===== src/pfg_pkg.sv =====
// ----------------------------------------------------------------------------
// pfg_pkg
// Types, widths and register codes shared by the frequency governor files.
// ----------------------------------------------------------------------------
`default_nettype none

package pfg_pkg;

  localparam int KhzW   = 19;
  localparam int IntenW = 11;
  localparam int TempW  = 12;
  localparam int DurW   = 16;
  localparam int TimeW  = 32;
  localparam int CntW   = 32;
  localparam int AddrW  = 5;
  localparam int DataW  = 32;

  // default tuning, overridable on the top level
  localparam int DefMaxFreqKhz = 250000;
  localparam int DefMedStepKhz = 230000;
  localparam int DefDurHighMs  = 500;
  localparam int DefDurMedMs   = 250;
  localparam int DefDurShortMs = 200;

  // moderate load goes idle at or below 40 percent
  localparam logic [IntenW-1:0] ModerateIdleInten = IntenW'(640);

  // register indexes
  localparam logic [2:0] RegCooldown  = 3'd0;
  localparam logic [2:0] RegHighInten = 3'd1;
  localparam logic [2:0] RegMedInten  = 3'd2;
  localparam logic [2:0] RegLowInten  = 3'd3;
  localparam logic [2:0] RegHotLimit  = 3'd4;
  localparam logic [2:0] RegCoolLimit = 3'd5;
  localparam logic [2:0] RegBackoff   = 3'd6;
  localparam logic [2:0] RegIdle      = 3'd7;

  typedef struct packed {
    logic [TimeW-1:0]        now_ms;
    logic [15:0]             sample_count;
    logic [IntenW-1:0]       load_level;
    logic [DurW-1:0]         avg_duration;
    logic signed [TempW-1:0] temperature;
    logic [KhzW-1:0]         running_khz;
  } tick_t;

  typedef struct packed {
    logic [KhzW-1:0]  goal_khz;
    logic             ramp_request;
    logic [CntW-1:0]  adjust_total;
    logic [CntW-1:0]  idle_switch_total;
    logic [KhzW-1:0]  last_set_khz;
    logic [TimeW-1:0] last_adjust_time;
    logic [TimeW-1:0] last_idle_time;
  } result_t;

endpackage

`default_nettype wire


===== src/perf_frequency_governor_unit.sv =====
// ----------------------------------------------------------------------------
// perf_frequency_governor_unit
// Clock governor: picks a target clock per tick from workload tiers and
// applies a thermal backoff and restore with hysteresis.
// ----------------------------------------------------------------------------
// Usage:
//   Ticks enter on tick/tick_valid/tick_stall; each accepted item yields one
//   result item on result/result_valid/result_stall carrying the new target,
//   a ramp request and the adjustment statistics.
//   An item is registered on acceptance and evaluated in the input register;
//   as it leaves, the governor state is updated and the result register is
//   loaded. One item can be accepted every cycle while the receiver does not stall.
//   The state loop (target, stamps, counters) is closed once per item and sets that rate.
//   When the receiver stalls, the result register holds and the input
//   register fills; tick_stall rises once both are occupied.
//   Reset (rst, synchronous) empties both stages, restores the register
//   defaults, sets the target to MAX_FREQ_KHZ and clears the statistics.
//   The user must write tuning registers through the APB port only while no
//   item is in flight; the block does not enforce this. Reads return the stored value zero-extended.
// ----------------------------------------------------------------------------
`default_nettype none

module perf_frequency_governor_unit #(
  parameter int MAX_FREQ_KHZ = pfg_pkg::DefMaxFreqKhz,
  parameter int MED_STEP_KHZ = pfg_pkg::DefMedStepKhz,
  parameter int LONG_RUN_MS  = pfg_pkg::DefDurHighMs,
  parameter int MED_RUN_MS   = pfg_pkg::DefDurMedMs,
  parameter int SHORT_RUN_MS = pfg_pkg::DefDurShortMs
) (
  input  wire logic                    clk,
  input  wire logic                    rst,
  input  wire logic                    psel,
  input  wire logic                    penable,
  input  wire logic                    pwrite,
  input  wire logic [pfg_pkg::AddrW-1:0] paddr,
  input  wire logic [pfg_pkg::DataW-1:0] pwdata,
  output logic [pfg_pkg::DataW-1:0]    prdata,
  output logic                         pready,
  input  wire logic                    tick_valid,
  output logic                         tick_stall,
  input  wire pfg_pkg::tick_t          tick,
  output logic                         result_valid,
  input  wire logic                    result_stall,
  output pfg_pkg::result_t             result
);
  import pfg_pkg::*;

  localparam logic [KhzW-1:0] MaxKhz = KhzW'(MAX_FREQ_KHZ);
  localparam logic [KhzW-1:0] MedKhz =
    (MAX_FREQ_KHZ > MED_STEP_KHZ) ? KhzW'(MED_STEP_KHZ) : KhzW'(MAX_FREQ_KHZ);
  localparam logic [DurW-1:0] DurHigh  = DurW'(LONG_RUN_MS);
  localparam logic [DurW-1:0] DurMed   = DurW'(MED_RUN_MS);
  localparam logic [DurW-1:0] DurShort = DurW'(SHORT_RUN_MS);

  // tuning registers
  logic [15:0]             hold_off;
  logic [IntenW-1:0]       high_intensity_thr;
  logic [IntenW-1:0]       med_intensity_thr;
  logic [IntenW-1:0]       low_intensity_thr;
  logic signed [TempW-1:0] hot_limit;
  logic signed [TempW-1:0] cool_limit;
  logic [KhzW-1:0]         backoff_khz;
  logic [KhzW-1:0]         idle_khz;

  // governor state
  logic [KhzW-1:0]  target_freq, target_freq_next;
  logic [TimeW-1:0] adjust_stamp, adjust_stamp_next;
  logic [KhzW-1:0]  recorded_target, recorded_target_next;
  logic [CntW-1:0]  adjust_counter, adjust_counter_next;
  logic [CntW-1:0]  idle_counter, idle_counter_next;
  logic [TimeW-1:0] idle_stamp, idle_stamp_next;

  // pipeline
  logic  s1_valid;
  tick_t s1;
  logic  advance;
  logic  cfg_write;
  logic [2:0] reg_index;

  assign pready    = 1'b1;
  assign cfg_write = psel && penable && pwrite;
  assign reg_index = paddr[AddrW-1:2];

  assign advance    = !result_valid || !result_stall;
  assign tick_stall = s1_valid && !advance;

  always_comb begin
    unique case (reg_index)
      RegCooldown:  prdata = DataW'(hold_off);
      RegHighInten: prdata = DataW'(high_intensity_thr);
      RegMedInten:  prdata = DataW'(med_intensity_thr);
      RegLowInten:  prdata = DataW'(low_intensity_thr);
      RegHotLimit:  prdata = DataW'($unsigned(hot_limit));
      RegCoolLimit: prdata = DataW'($unsigned(cool_limit));
      RegBackoff:   prdata = DataW'(backoff_khz);
      RegIdle:      prdata = DataW'(idle_khz);
      default:      prdata = '0;
    endcase
  end

  // evaluation of the registered item
  logic [TimeW-1:0] elapsed;
  logic [KhzW-1:0]  wl_target;
  logic             wl_change;
  logic [KhzW-1:0]  t1;
  logic             backoff_hit;
  logic             restore_hit;

  always_comb begin
    elapsed   = s1.now_ms - adjust_stamp;
    wl_target = target_freq;
    if (s1.load_level >= high_intensity_thr && s1.avg_duration >= DurHigh) begin
      wl_target = MaxKhz;
    end else if (s1.load_level >= med_intensity_thr && s1.avg_duration >= DurMed) begin
      wl_target = MedKhz;
    end else if (s1.load_level <= low_intensity_thr && s1.avg_duration < DurShort) begin
      wl_target = idle_khz;
    end else if (s1.load_level <= ModerateIdleInten) begin
      wl_target = idle_khz;
    end
    wl_change = (s1.sample_count != '0) && (elapsed > TimeW'(hold_off))
                && (wl_target != target_freq);

    target_freq_next     = target_freq;
    adjust_stamp_next    = adjust_stamp;
    recorded_target_next = recorded_target;
    adjust_counter_next  = adjust_counter;
    idle_counter_next    = idle_counter;
    idle_stamp_next      = idle_stamp;

    if (wl_change) begin
      target_freq_next     = wl_target;
      adjust_stamp_next    = s1.now_ms;
      recorded_target_next = wl_target;
      adjust_counter_next  = adjust_counter + CntW'(1);
      if (wl_target == idle_khz) begin
        idle_stamp_next   = s1.now_ms;
        idle_counter_next = idle_counter + CntW'(1);
      end
    end

    t1 = target_freq_next;
    backoff_hit = ($signed(s1.temperature) > hot_limit) && (t1 > backoff_khz);
    restore_hit = ($signed(s1.temperature) < cool_limit) && (t1 < MaxKhz);
    if (backoff_hit) begin
      target_freq_next     = backoff_khz;
      adjust_stamp_next    = s1.now_ms;
      recorded_target_next = backoff_khz;
      adjust_counter_next  = adjust_counter_next + CntW'(1);
    end else if (restore_hit) begin
      target_freq_next = MaxKhz;
    end
  end

  always_ff @(posedge clk) begin
    if (rst) begin
      hold_off           <= 16'd2000;
      high_intensity_thr <= IntenW'(1280);
      med_intensity_thr  <= IntenW'(960);
      low_intensity_thr  <= IntenW'(320);
      hot_limit          <= TempW'(1152);
      cool_limit         <= TempW'(1040);
      backoff_khz        <= KhzW'(200000);
      idle_khz           <= KhzW'(100000);
    end else if (cfg_write) begin
      unique case (reg_index)
        RegCooldown:  hold_off           <= pwdata[15:0];
        RegHighInten: high_intensity_thr <= pwdata[IntenW-1:0];
        RegMedInten:  med_intensity_thr  <= pwdata[IntenW-1:0];
        RegLowInten:  low_intensity_thr  <= pwdata[IntenW-1:0];
        RegHotLimit:  hot_limit          <= $signed(pwdata[TempW-1:0]);
        RegCoolLimit: cool_limit         <= $signed(pwdata[TempW-1:0]);
        RegBackoff:   backoff_khz        <= pwdata[KhzW-1:0];
        RegIdle:      idle_khz           <= pwdata[KhzW-1:0];
        default: ;
      endcase
    end
  end

  always_ff @(posedge clk) begin
    if (rst) begin
      s1_valid        <= 1'b0;
      result_valid    <= 1'b0;
      target_freq     <= MaxKhz;
      adjust_stamp    <= '0;
      recorded_target <= '0;
      adjust_counter  <= '0;
      idle_counter    <= '0;
      idle_stamp      <= '0;
    end else begin
      if (!tick_stall) begin
        s1_valid <= tick_valid;
      end
      if (advance) begin
        result_valid <= s1_valid;
      end
      // state moves only as an item leaves the input register
      if (advance && s1_valid) begin
        target_freq     <= target_freq_next;
        adjust_stamp    <= adjust_stamp_next;
        recorded_target <= recorded_target_next;
        adjust_counter  <= adjust_counter_next;
        idle_counter    <= idle_counter_next;
        idle_stamp      <= idle_stamp_next;
      end
    end
  end

  always_ff @(posedge clk) begin
    if (tick_valid && !tick_stall) begin
      s1 <= tick;
    end
    if (advance && s1_valid) begin
      result.goal_khz          <= target_freq_next;
      result.ramp_request      <= (target_freq_next != s1.running_khz);
      result.adjust_total      <= adjust_counter_next;
      result.idle_switch_total <= idle_counter_next;
      result.last_set_khz      <= recorded_target_next;
      result.last_adjust_time  <= adjust_stamp_next;
      result.last_idle_time    <= idle_stamp_next;
    end
  end

endmodule

`default_nettype wire


===== config.mk =====
export PLATFORM = sky130hd
export DESIGN_NAME = perf_frequency_governor_unit
export DESIGN_NICKNAME = d
export VERILOG_FILES = /design/src/pfg_pkg.sv /design/src/perf_frequency_governor_unit.sv
export SDC_FILE = /design/constraint.sdc
export NUM_CORES = 1
export LEC_CHECK = 0
export ABC_AREA = 1
export BUFFER_PORTS_ARGS = -buffer_cell sky130_fd_sc_hd__buf_2
export CAP_MARGIN = 40
export CORE_MARGIN = 2
export CORE_UTILIZATION = 44
export CTS_CLUSTER_DIAMETER = 60
export CTS_CLUSTER_SIZE = 40
export DETAILED_ROUTE_END_ITERATION = 10
export PLACE_DENSITY = 0.7
export SYNTH_ARGS = -nofsm -noshare
export SYNTH_HDL_FRONTEND = slang
export SYNTH_SLANG_ARGS = --single-unit

===== constraint.sdc =====
create_clock -name clk -period 10.7 [get_ports clk]
set_input_delay 3.21 -clock clk [delete_from_list [all_inputs] [get_ports clk]]
set_output_delay 3.21 -clock clk [all_outputs]
set_load 0.005 [all_outputs]

==> results.yml, run 1 <==
finish:
  design_area_um2: 33400
  nets: 4179
  multi_input_area_um2: 12600
  fillCellCount: 6304
  utilization: 0.507
  layout-drive-gt1-share: 0.134
  syn_to_final_growth_pct: 13.9
  regArea_um2: 13800
  finalNonFillerCells: 4814
cts:
  ctsHtreeMaxLevel: 2
  root_buffer: "clkbuf_16"
  clk_pin_slew_ps: 80
  cts_setup_buffers: 0
  numCtsBuffers: 48
  cts_buffer_depth: 3
  insertion_delay_ps: 630
  cts_resized: 0
  cts.sinks: 551
  cts_hold_buf: 0
  cts_tree: "done"
floorplan:
  floorplan.rows: 94
  coreArea_um2: 65900
  die_h_um: 262
  dieArea_um2: 68700
  die_w_um: 262
  initial_core_util: 0.445
  io_pins: 352
timing:
  period_minus_slack_ps: 8460
  fin_ws_ps: 2240
  min_period_over_period: 0.790
  hold_viol: 0
  fmax_ghz: 0.118
  max_slew_margin: 0.381
  worst_pin_slew_ps: 928
  fin_setup_tns_ps: 0
  slew_viol_final: 0
  rsz0062_at_grt: "false"
  setup_viol_count_final: 0
  clock_skew_ps: 33.2
detailed_routing:
  wl_met1_mm: 36.9
  vias: 25000
  drt_iter0_drc: 2329
  ant_nets: 0
  dr_wl_met3_mm: 5.31
  wl_per_cell_um: 17.5
  dr.pass1.iters: 5
  drt_wl_total_mm: 84.4
  top_layer: "met5"
  avgViaCountPerCell: 5.20
  routed-wl-met2_mm: 39.0
  drc_errors: 0
placement:
  dp_hpwl_mm: 62.8
  pre_cts_ws_ps: 2350
  place_congestion: 0.965
  io_buffers: 321
  placed_cells: 4717
  place_area_um2: 31600
critical_path:
  critical_path_class: "in2out"
  crit_path_end_kind: "output port"
  startpoint_type: "input pin"
  crit_arrival_ps: 5250
  ff2ff_setup_slack_ps: 2330
  cp_max_fo: 7
  rr_startpoint: "s1[74]"
  crit_required_ps: 7490
  crit_start: "paddr[3]"
logic_synthesis:
  synth.mux.area_fraction: 0.000341
  synth_fa_ha_area_frac: 0.0540
  seq_area_frac_synth: 0.469
  ys_types: 57
  syn_area_um2: 29300
  synthXorXnorAreaFrac: 0.0349
  ys_ff_latch: 551
  synth_top_family_by_area: "simple AND/OR/NAND/NOR gates"
  yosysWarnings: 0
  synth_area_per_cell_um2: 8.04
  synth_compound_area_frac: 0.150
  yosys.area_share.simple: 0.189
  synthCells: 3645
worst_hold_path:
  hold_start: "recorded_target[16]"
  hold_class: "reg2reg"
power:
  power.density_nw_per_um2: 156
  p_leak_uw: 0.0151
  ir_worst_vdd_mv: 0.156
global_route:
  grtUsageTotal: 0.240
  grt_pass1_vias: 23200
  grt-ovfl-total: 0
  grt_pass1_wl_mm: 129
  grt_max_degree: 98
  antenna_found_initial: 7
run_status:
  outcome: "complete, no violations"
flow_run:
  cap_viol_max_count: 0
[metrics by stage]
stage,total power (uW),hold WS (ps)
global route,5450,504
floorplan,3020,431
detailed placement,3290,447
CTS,5250,463
finish,5210,462
global placement,3270,444
[registers in the layout, indices dropped and copies added (netlist names)]
signal / cells
result: 167
s1: 105
adjust_counter: 32
adjust_stamp: 32
idle_counter: 32
idle_stamp: 32
backoff_khz: 19
idle_khz: 19
recorded_target: 19
target_freq: 19
hold_off: 16
cool_limit: 12
hot_limit: 12
high_intensity_thr: 11
low_intensity_thr: 11
med_intensity_thr: 11
result_valid: 1
s1_valid: 1
[metal layers]
layer,vias up,GRT usage
met5,-,0
met1,11500,0.324
met2,818,0.391
li1,12500,-
met3,161,0.0316
met4,2,0.0929
[power by group]
part	leakage, uW	switching (uW)	internal (uW)
registers	0.00489	64.4	2350
clock network	0.000870	990	969
logic	0.00930	557	279
total	0.0151	1610	3600
[final cells by class]
class,instances,area share
Timing Repair Buffer,340,0.0545
Multi-Input combinational cell,2351,0.378
Clock buffer,50,0.0375
Antenna cell,7,0.000524
Sequential cell,551,0.412
Inverter,611,0.0690
Tap cell,864,0.0324
Clock inverter,40,0.0167
[cells in the final DEF, fill, tap and decap left out, drive strengths merged, types with 12 or more instances in the layout]
| cell | instances |
|---|---|
| edfxtp | 272 |
| nand3 | 138 |
| o21ai | 397 |
| inv | 631 |
| a21oi | 331 |
| nor4 | 14 |
| clkinv | 17 |
| a221oi | 12 |
| xor2 | 108 |
| ha | 125 |
| dfxtp | 279 |
| nand3b | 18 |
| conb | 14 |
| clkbuf | 50 |
| nand2 | 684 |
| nand4 | 57 |
| o22ai | 25 |
| o211ai | 21 |
| nor3 | 50 |
| nor2 | 303 |
| buf | 340 |
[critical path, cell delays in order]
cell and delay (ps):
buf_2 140, inv_1 100, nor3_1 740, inv_1 340, o22ai_1 270, a21oi_1 90
o211ai_1 190, buf_2 180
[worst paths after layout]
kind,to,cells past startpoint
min,recorded_target[16],2
max reg2reg,result[147],52
min reg2reg,recorded_target[16],2
max,prdata[4],8
[cells in the mapped netlist (all sizes together)]
| master | number | area share |
|---|---|---|
| ha | 125 | 0.053 |
| nand3 | 138 | 0.025 |
| o211ai | 21 | 0.0054 |
| xor2 | 108 | 0.033 |
| a22oi | 1 | 0.00026 |
| a31oi | 6 | 0.0013 |
| clkinv | 6 | 0.00077 |
| mux2i | 1 | 0.00034 |
| o221a | 1 | 0.00038 |
| nand3b | 18 | 0.0046 |
| o21bai | 6 | 0.0017 |
| a21o | 3 | 0.00077 |
| a211oi | 5 | 0.0013 |
| xnor2 | 7 | 0.0021 |
| nor2 | 303 | 0.043 |
| inv | 605 | 0.078 |
| a21boi | 3 | 0.00077 |
| clkbuf | 103 | 0.013 |
| o221ai | 5 | 0.0015 |
| fa | 1 | 0.00068 |
| o21a | 4 | 0.0010 |
| a221oi | 12 | 0.0036 |
| nand4 | 57 | 0.012 |
| and2 | 3 | 0.00064 |
| o211a | 1 | 0.00034 |
| a21oi | 331 | 0.057 |
| nor3 | 50 | 0.0089 |
| nor3b | 3 | 0.00094 |
| a2111oi | 1 | 0.00030 |
| buf | 41 | 0.011 |
| o2111ai | 3 | 0.00090 |
| conb | 2 | 0.00026 |
| nand2 | 684 | 0.092 |
| edfxtp | 272 | 0.28 |
| dfxtp | 279 | 0.19 |
| o21ai | 397 | 0.068 |
| o22ai | 25 | 0.0053 |
| nor4 | 14 | 0.0030 |
[logic make-up after synthesis]
kind of cell | count (synthesis)
AOI/OAI and AO/OA | 825
other | 2
DFF | 551
and+or+nand+nor | 1270
adders and majority gates | 126
muxes | 1
buffers and inverters | 755
xor gates and xnor gates | 115
Power figures use the tool's default switching activity.
==> inputs of run 2 (changes only) <==
==> constraint.sdc (replaced) <==
create_clock -name clk -period 8.7 [get_ports clk]
set_input_delay 2.61 -clock clk [delete_from_list [all_inputs] [get_ports clk]]
set_output_delay 2.61 -clock clk [all_outputs]
set_load 0.005 [all_outputs]
==> run 2 against run 1 <==
Against the previous run: core utilization is 0.33 points lower; cell count decreased by 0.17%; sequential share of layout area is 0.27 points higher; power rose by 19%; clock power rose by 13%; worst setup slack worse by 1400 ps; global-route usage shrank 0.33 points; register-to-register slack worse by 1500 ps; sequential cell count stayed put; combinational power grew 22%; critical path type is now reg2reg; largest cell class unchanged; highest routed layer is now met4.
==> results.yml, run 2 (synthesized netlist as in run 1, its figures left out) <==
critical_path:
  critPathMaxStageDelay_ps: 730
  critical_path_class: "reg2reg"
  critPathSlowestCell: "o21ai_0"
  crit_arrival_ps: 8430
  critPathBufInv: 7
  crit_path_end_kind: "flop"
  cpMostUsedCell: "nand2_1"
  crit_family: "simple AND/OR/NAND/NOR gates"
  startpoint_type: "flop"
  crit_required_ps: 9240
  cp_max_fo: 46
global_route:
  grt_pass1_wl_mm: 127
  antenna_found_initial: 8
  grtUsageTotal: 0.237
  grt_pass1_vias: 22500
  grt_max_degree: 143
  grt-ovfl-total: 0
timing:
  min_period_over_period: 0.907
  fin_setup_tns_ps: 0
  finalHoldWorstSlack_ps: 474
  hold_viol: 0
  setup_viol_count_final: 0
  rsz0062_at_grt: "false"
  clock_skew_ps: 31.5
  worst_pin_slew_ps: 915
  fmax_ghz: 0.127
  period_minus_slack_ps: 7890
  slew_viol_final: 0
  max_slew_margin: 0.390
floorplan:
  coreArea_um2: 65900
  die_w_um: 262
  io_pins: 352
  die_h_um: 262
  dieArea_um2: 68700
  initial_core_util: 0.445
  floorplan.rows: 94
finish:
  largest_reg_flops: 167
  syn_to_final_growth_pct: 13.2
  regMostFlops: "result"
  nets: 4178
  layout_common_cells: "nand2_1, inv_1, o21ai_0, a21oi_1, buf_2"
  reg_top3: "result x167, s1 x105"
  layout-drive-gt1-share: 0.132
  final_common_cell: "nand2_1"
placement:
  io_buffers: 321
  dp_hpwl_mm: 62.4
  place_congestion: 0.952
cts:
  cts_setup_buffers: 0
  ctsHtreeMaxLevel: 2
  cts_tree: "done"
  insertion_delay_ps: 600
  cts.sinks: 551
  cts_hold_buf: 0
  cts_resized: 0
  cts_buffer_depth: 3
  root_buffer: "clkbuf_16"
  clk_pin_slew_ps: 80
  numCtsBuffers: 45
detailed_routing:
  wl_per_cell_um: 17.4
  dr.pass1.iters: 6
  drt_iter0_drc: 2600
  avgViaCountPerCell: 5.20
  vias: 25000
  ant_nets: 0
  drt_wl_total_mm: 83.6
  drc_errors: 0
run_status:
  outcome: "complete, no violations"
power:
  power.density_nw_per_um2: 187
  ir_worst_vdd_mv: 0.172
  power_uw: 6200
  p_leak_uw: 0.0150
flow_run:
  cap_viol_max_count: 0
worst_hold_path:
  hold_class: "reg2reg"
run 2: changes by cell type in the layout (fill, tap and decap cells not counted), moves of 2 or more:
cell       before  now
clkbuf_16      50   47
clkinv_16       2    0
inv_16          2    4
clkinv_2        2    4
inv_12         10    6
buf_4          16   19
clkinv_4        1    3
inv_6          10    6
run 2: path summary, 6_finish.rpt:
kind | from | end | slack (ps) | cells past startpoint
setup / recovery | s1[74] | adjust_stamp[11] | 810 | 41
hold / removal | recorded_target[16] | recorded_target[16] | 470 | 2
setup reg to reg | s1[74] | adjust_stamp[11] | 810 | 41
hold reg to reg | recorded_target[16] | recorded_target[16] | 470 | 2
run 2: power by group:
| group | total [uW] | switching, uW | internal [uW] | leakage (uW) |
|---|---|---|---|---|
| logic | 1020 | 684 | 340 | 0.00930 |
| registers | 2970 | 79.3 | 2890 | 0.00489 |
| clock network | 2210 | 1130 | 1070 | 0.000781 |
| total | 6200 | 1900 | 4310 | 0.0150 |
run 2: stage by stage:
stage                util  setup slack, ps  instances  area, um2
finish              0.504              810       4806      33200
global route        0.504             47.9       4806      33200
CTS                 0.504              789       4800      33200
detailed placement  0.479              841       4719      31600
global placement    0.479              952       4717      31500
floorplan               -              317       3657      29400
run 2: routing by layer:
| metal | vias up | routed length, um | global-route usage |
|---|---|---|---|
| li1 | 12500 | - | - |
| met1 | 11400 | 36200 | 0.326 |
| met2 | 891 | 38300 | 0.377 |
| met3 | 160 | 5680 | 0.0281 |
| met4 | 0 | 3370 | 0.0997 |
| met5 | - | 0 | 0 |
run 2: area by class of cell:
class / count / area [um2]
well taps: 864 / 1080
diodes: 6 / 15.0
flip-flops and latches: 551 / 13800
clock inverters: 34 / 419
inverters: 611 / 2310
repair buffers: 342 / 1820
clock buffers: 47 / 1180
fillers: 6410 / 32700
multi-input cells: 2351 / 12600
run 2: tightest hold or removal path, stage by stage, from the launching register on:
cell and delay [ps]:
dfxtp_1 300, inv_1 60, a211oi_1 60
==> inputs of run 3 (changes only) <==
--- a/config.mk
+++ b/config.mk
@@ -13,7 +13,6 @@
 export CTS_CLUSTER_DIAMETER = 60
 export CTS_CLUSTER_SIZE = 40
 export DETAILED_ROUTE_END_ITERATION = 10
-export PLACE_DENSITY = 0.7
 export SYNTH_ARGS = -nofsm -noshare
 export SYNTH_HDL_FRONTEND = slang
 export SYNTH_SLANG_ARGS = --single-unit
==> constraint.sdc (replaced) <==
create_clock -name clk -period 8.7 [get_ports clk]
set_input_delay 2.61 -clock clk [delete_from_list [all_inputs] [get_ports clk]]
set_output_delay 2.61 -clock clk [all_outputs]
set_load 0.1 [all_outputs]
==> run 3 against run 2 <==
Against the previous run: global-route usage increased by 0.19 points; combinational power increased by 40%; core utilization increased by 0.17 points; cell count about the same; worst setup slack got worse by 6.7 ps; critical path depth increased by 2; sequential share of layout area decreased by 0.14 points; register-to-register slack about the same; routed wire length increased by 0.78%; clock skew about the same; critical endpoint is now adjust_stamp[26]; highest routed layer is now met5.
==> results.yml, run 3 (synthesized netlist as in run 1, its figures left out) <==
run_status:
  outcome: "complete, no violations"
cts:
  root_buffer: "clkbuf_16"
  cts_resized: 0
  insertion_delay_ps: 620
  clk_pin_slew_ps: 90
  cts_hold_buf: 0
  cts_buffer_depth: 3
  cts_tree: "done"
  cts_setup_buffers: 0
  cts.sinks: 551
  ctsHtreeMaxLevel: 2
  numCtsBuffers: 46
finish:
  nets: 4178
  regMostFlops: "result"
  reg_top3: "result x167, s1 x105"
  syn_to_final_growth_pct: 13.6
  layout_common_cells: "nand2_1, inv_1, o21ai_0, a21oi_1, buf_2"
  layout-drive-gt1-share: 0.132
  largest_reg_flops: 167
  final_common_cell: "nand2_1"
  utilization: 0.506
  fillCellCount: 6460
  regArea_um2: 13800
  multi_input_area_um2: 12600
global_route:
  antenna_found_initial: 8
  grtUsageTotal: 0.239
  grt_max_degree: 112
  grt_pass1_wl_mm: 128
  grt_pass1_vias: 22200
  grt-ovfl-total: 0
critical_path:
  critPathSlowestCell: "inv_1"
  crit_path_end_kind: "flop"
  crit_required_ps: 9210
  critPathMaxStageDelay_ps: 540
  startpoint_type: "flop"
  cpMostUsedCell: "nand2_1"
  critical_path_class: "reg2reg"
  crit_arrival_ps: 8400
  cp_max_fo: 60
floorplan:
  die_h_um: 262
  dieArea_um2: 68700
  die_w_um: 262
  io_pins: 352
  floorplan.rows: 94
  coreArea_um2: 65900
  initial_core_util: 0.445
worst_hold_path:
  hold_class: "reg2reg"
power:
  power.internal_uw: 4420
  swShare: 0.340
  ir_worst_vdd_mv: 0.192
  p_clk_frac: 0.343
  p_seq_frac: 0.444
  comb_power_share: 0.213
  p_leak_uw: 0.0150
  power_uw: 6700
  power.density_nw_per_um2: 201
  power.switching_uw: 2280
detailed_routing:
  vias: 24400
  wl_per_cell_um: 17.5
  dr.pass1.iters: 6
  ant_nets: 0
  drt_wl_total_mm: 84.2
  drc_errors: 0
  avgViaCountPerCell: 5.07
  drt_iter0_drc: 1951
timing:
  clock_skew_ps: 31.5
  setup_viol_count_final: 0
  hold_viol: 0
  rsz0062_at_grt: "false"
  fmax_ghz: 0.127
  min_period_over_period: 0.908
  fin_setup_tns_ps: 0
  worst_pin_slew_ps: 932
  period_minus_slack_ps: 7900
  max_slew_margin: 0.379
  slew_viol_final: 0
placement:
  io_buffers: 321
  dp_hpwl_mm: 62.9
  place_congestion: 0.949
flow_run:
  cap_viol_max_count: 0
## run 3: area by class of cell
| class | count | share of cell area |
|---|---|---|
| clock inverter | 34 | 0.0126 |
| clock buffer | 52 | 0.0384 |
| tap | 864 | 0.0325 |
| sequential | 551 | 0.413 |
| inverter | 611 | 0.0693 |
| antenna | 3 | 0.000225 |
| timing repair buffer | 341 | 0.0550 |
| multi-input combinational | 2351 | 0.379 |
## run 3: final timing paths
path,start,to,slack (ps),cells past startpoint
setup / recovery,s1[74],adjust_stamp[26],800,43
hold / removal,recorded_target[16],recorded_target[16],460,2
setup reg to reg,s1[74],adjust_stamp[26],800,43
hold reg to reg,recorded_target[16],recorded_target[16],460,2
## run 3: power groups by stage
stage          clock (uW)  combinational [uW]  sequential [uW]
4_1_cts              2360                1430             2970
3_5_place_dp            0                1420             3030
3_3_place_gp            0                1410             3030
2_1_floorplan           0                 755             3360
6_report             2300                1430             2970
5_1_grt              2440                1570             2990
## run 3: critical path: cells and delay by family, from the launching register on
| family | cells | cell delay [ps] |
|---|---|---|
| simple gates | 24 | 3220 |
| buf+inv | 8 | 1820 |
| fa+ha+maj | 4 | 1240 |
| compound gates | 6 | 980 |
| flops | 1 | 350 |
| xor+xnor | 1 | 100 |
## run 3: metrics by stage
stage	area [um2]	cells	hold WS (ps)	setup WS, ps
global placement	31500	4715	450	969
global route	33300	4807	499	3.27
detailed placement	31600	4718	458	852
floorplan	29400	3657	431	294
CTS	33300	4804	469	820
finish	33300	4807	464	804
## run 3: metal layers
metal / global-route usage / vias to the layer above / wire (um)
met1: 0.325 / 11200 / 38000
met5: 0 / - / 25
met2: 0.393 / 593 / 39100
met3: 0.0303 / 121 / 4410
li1: - / 12500 / -
met4: 0.0788 / 4 / 2680
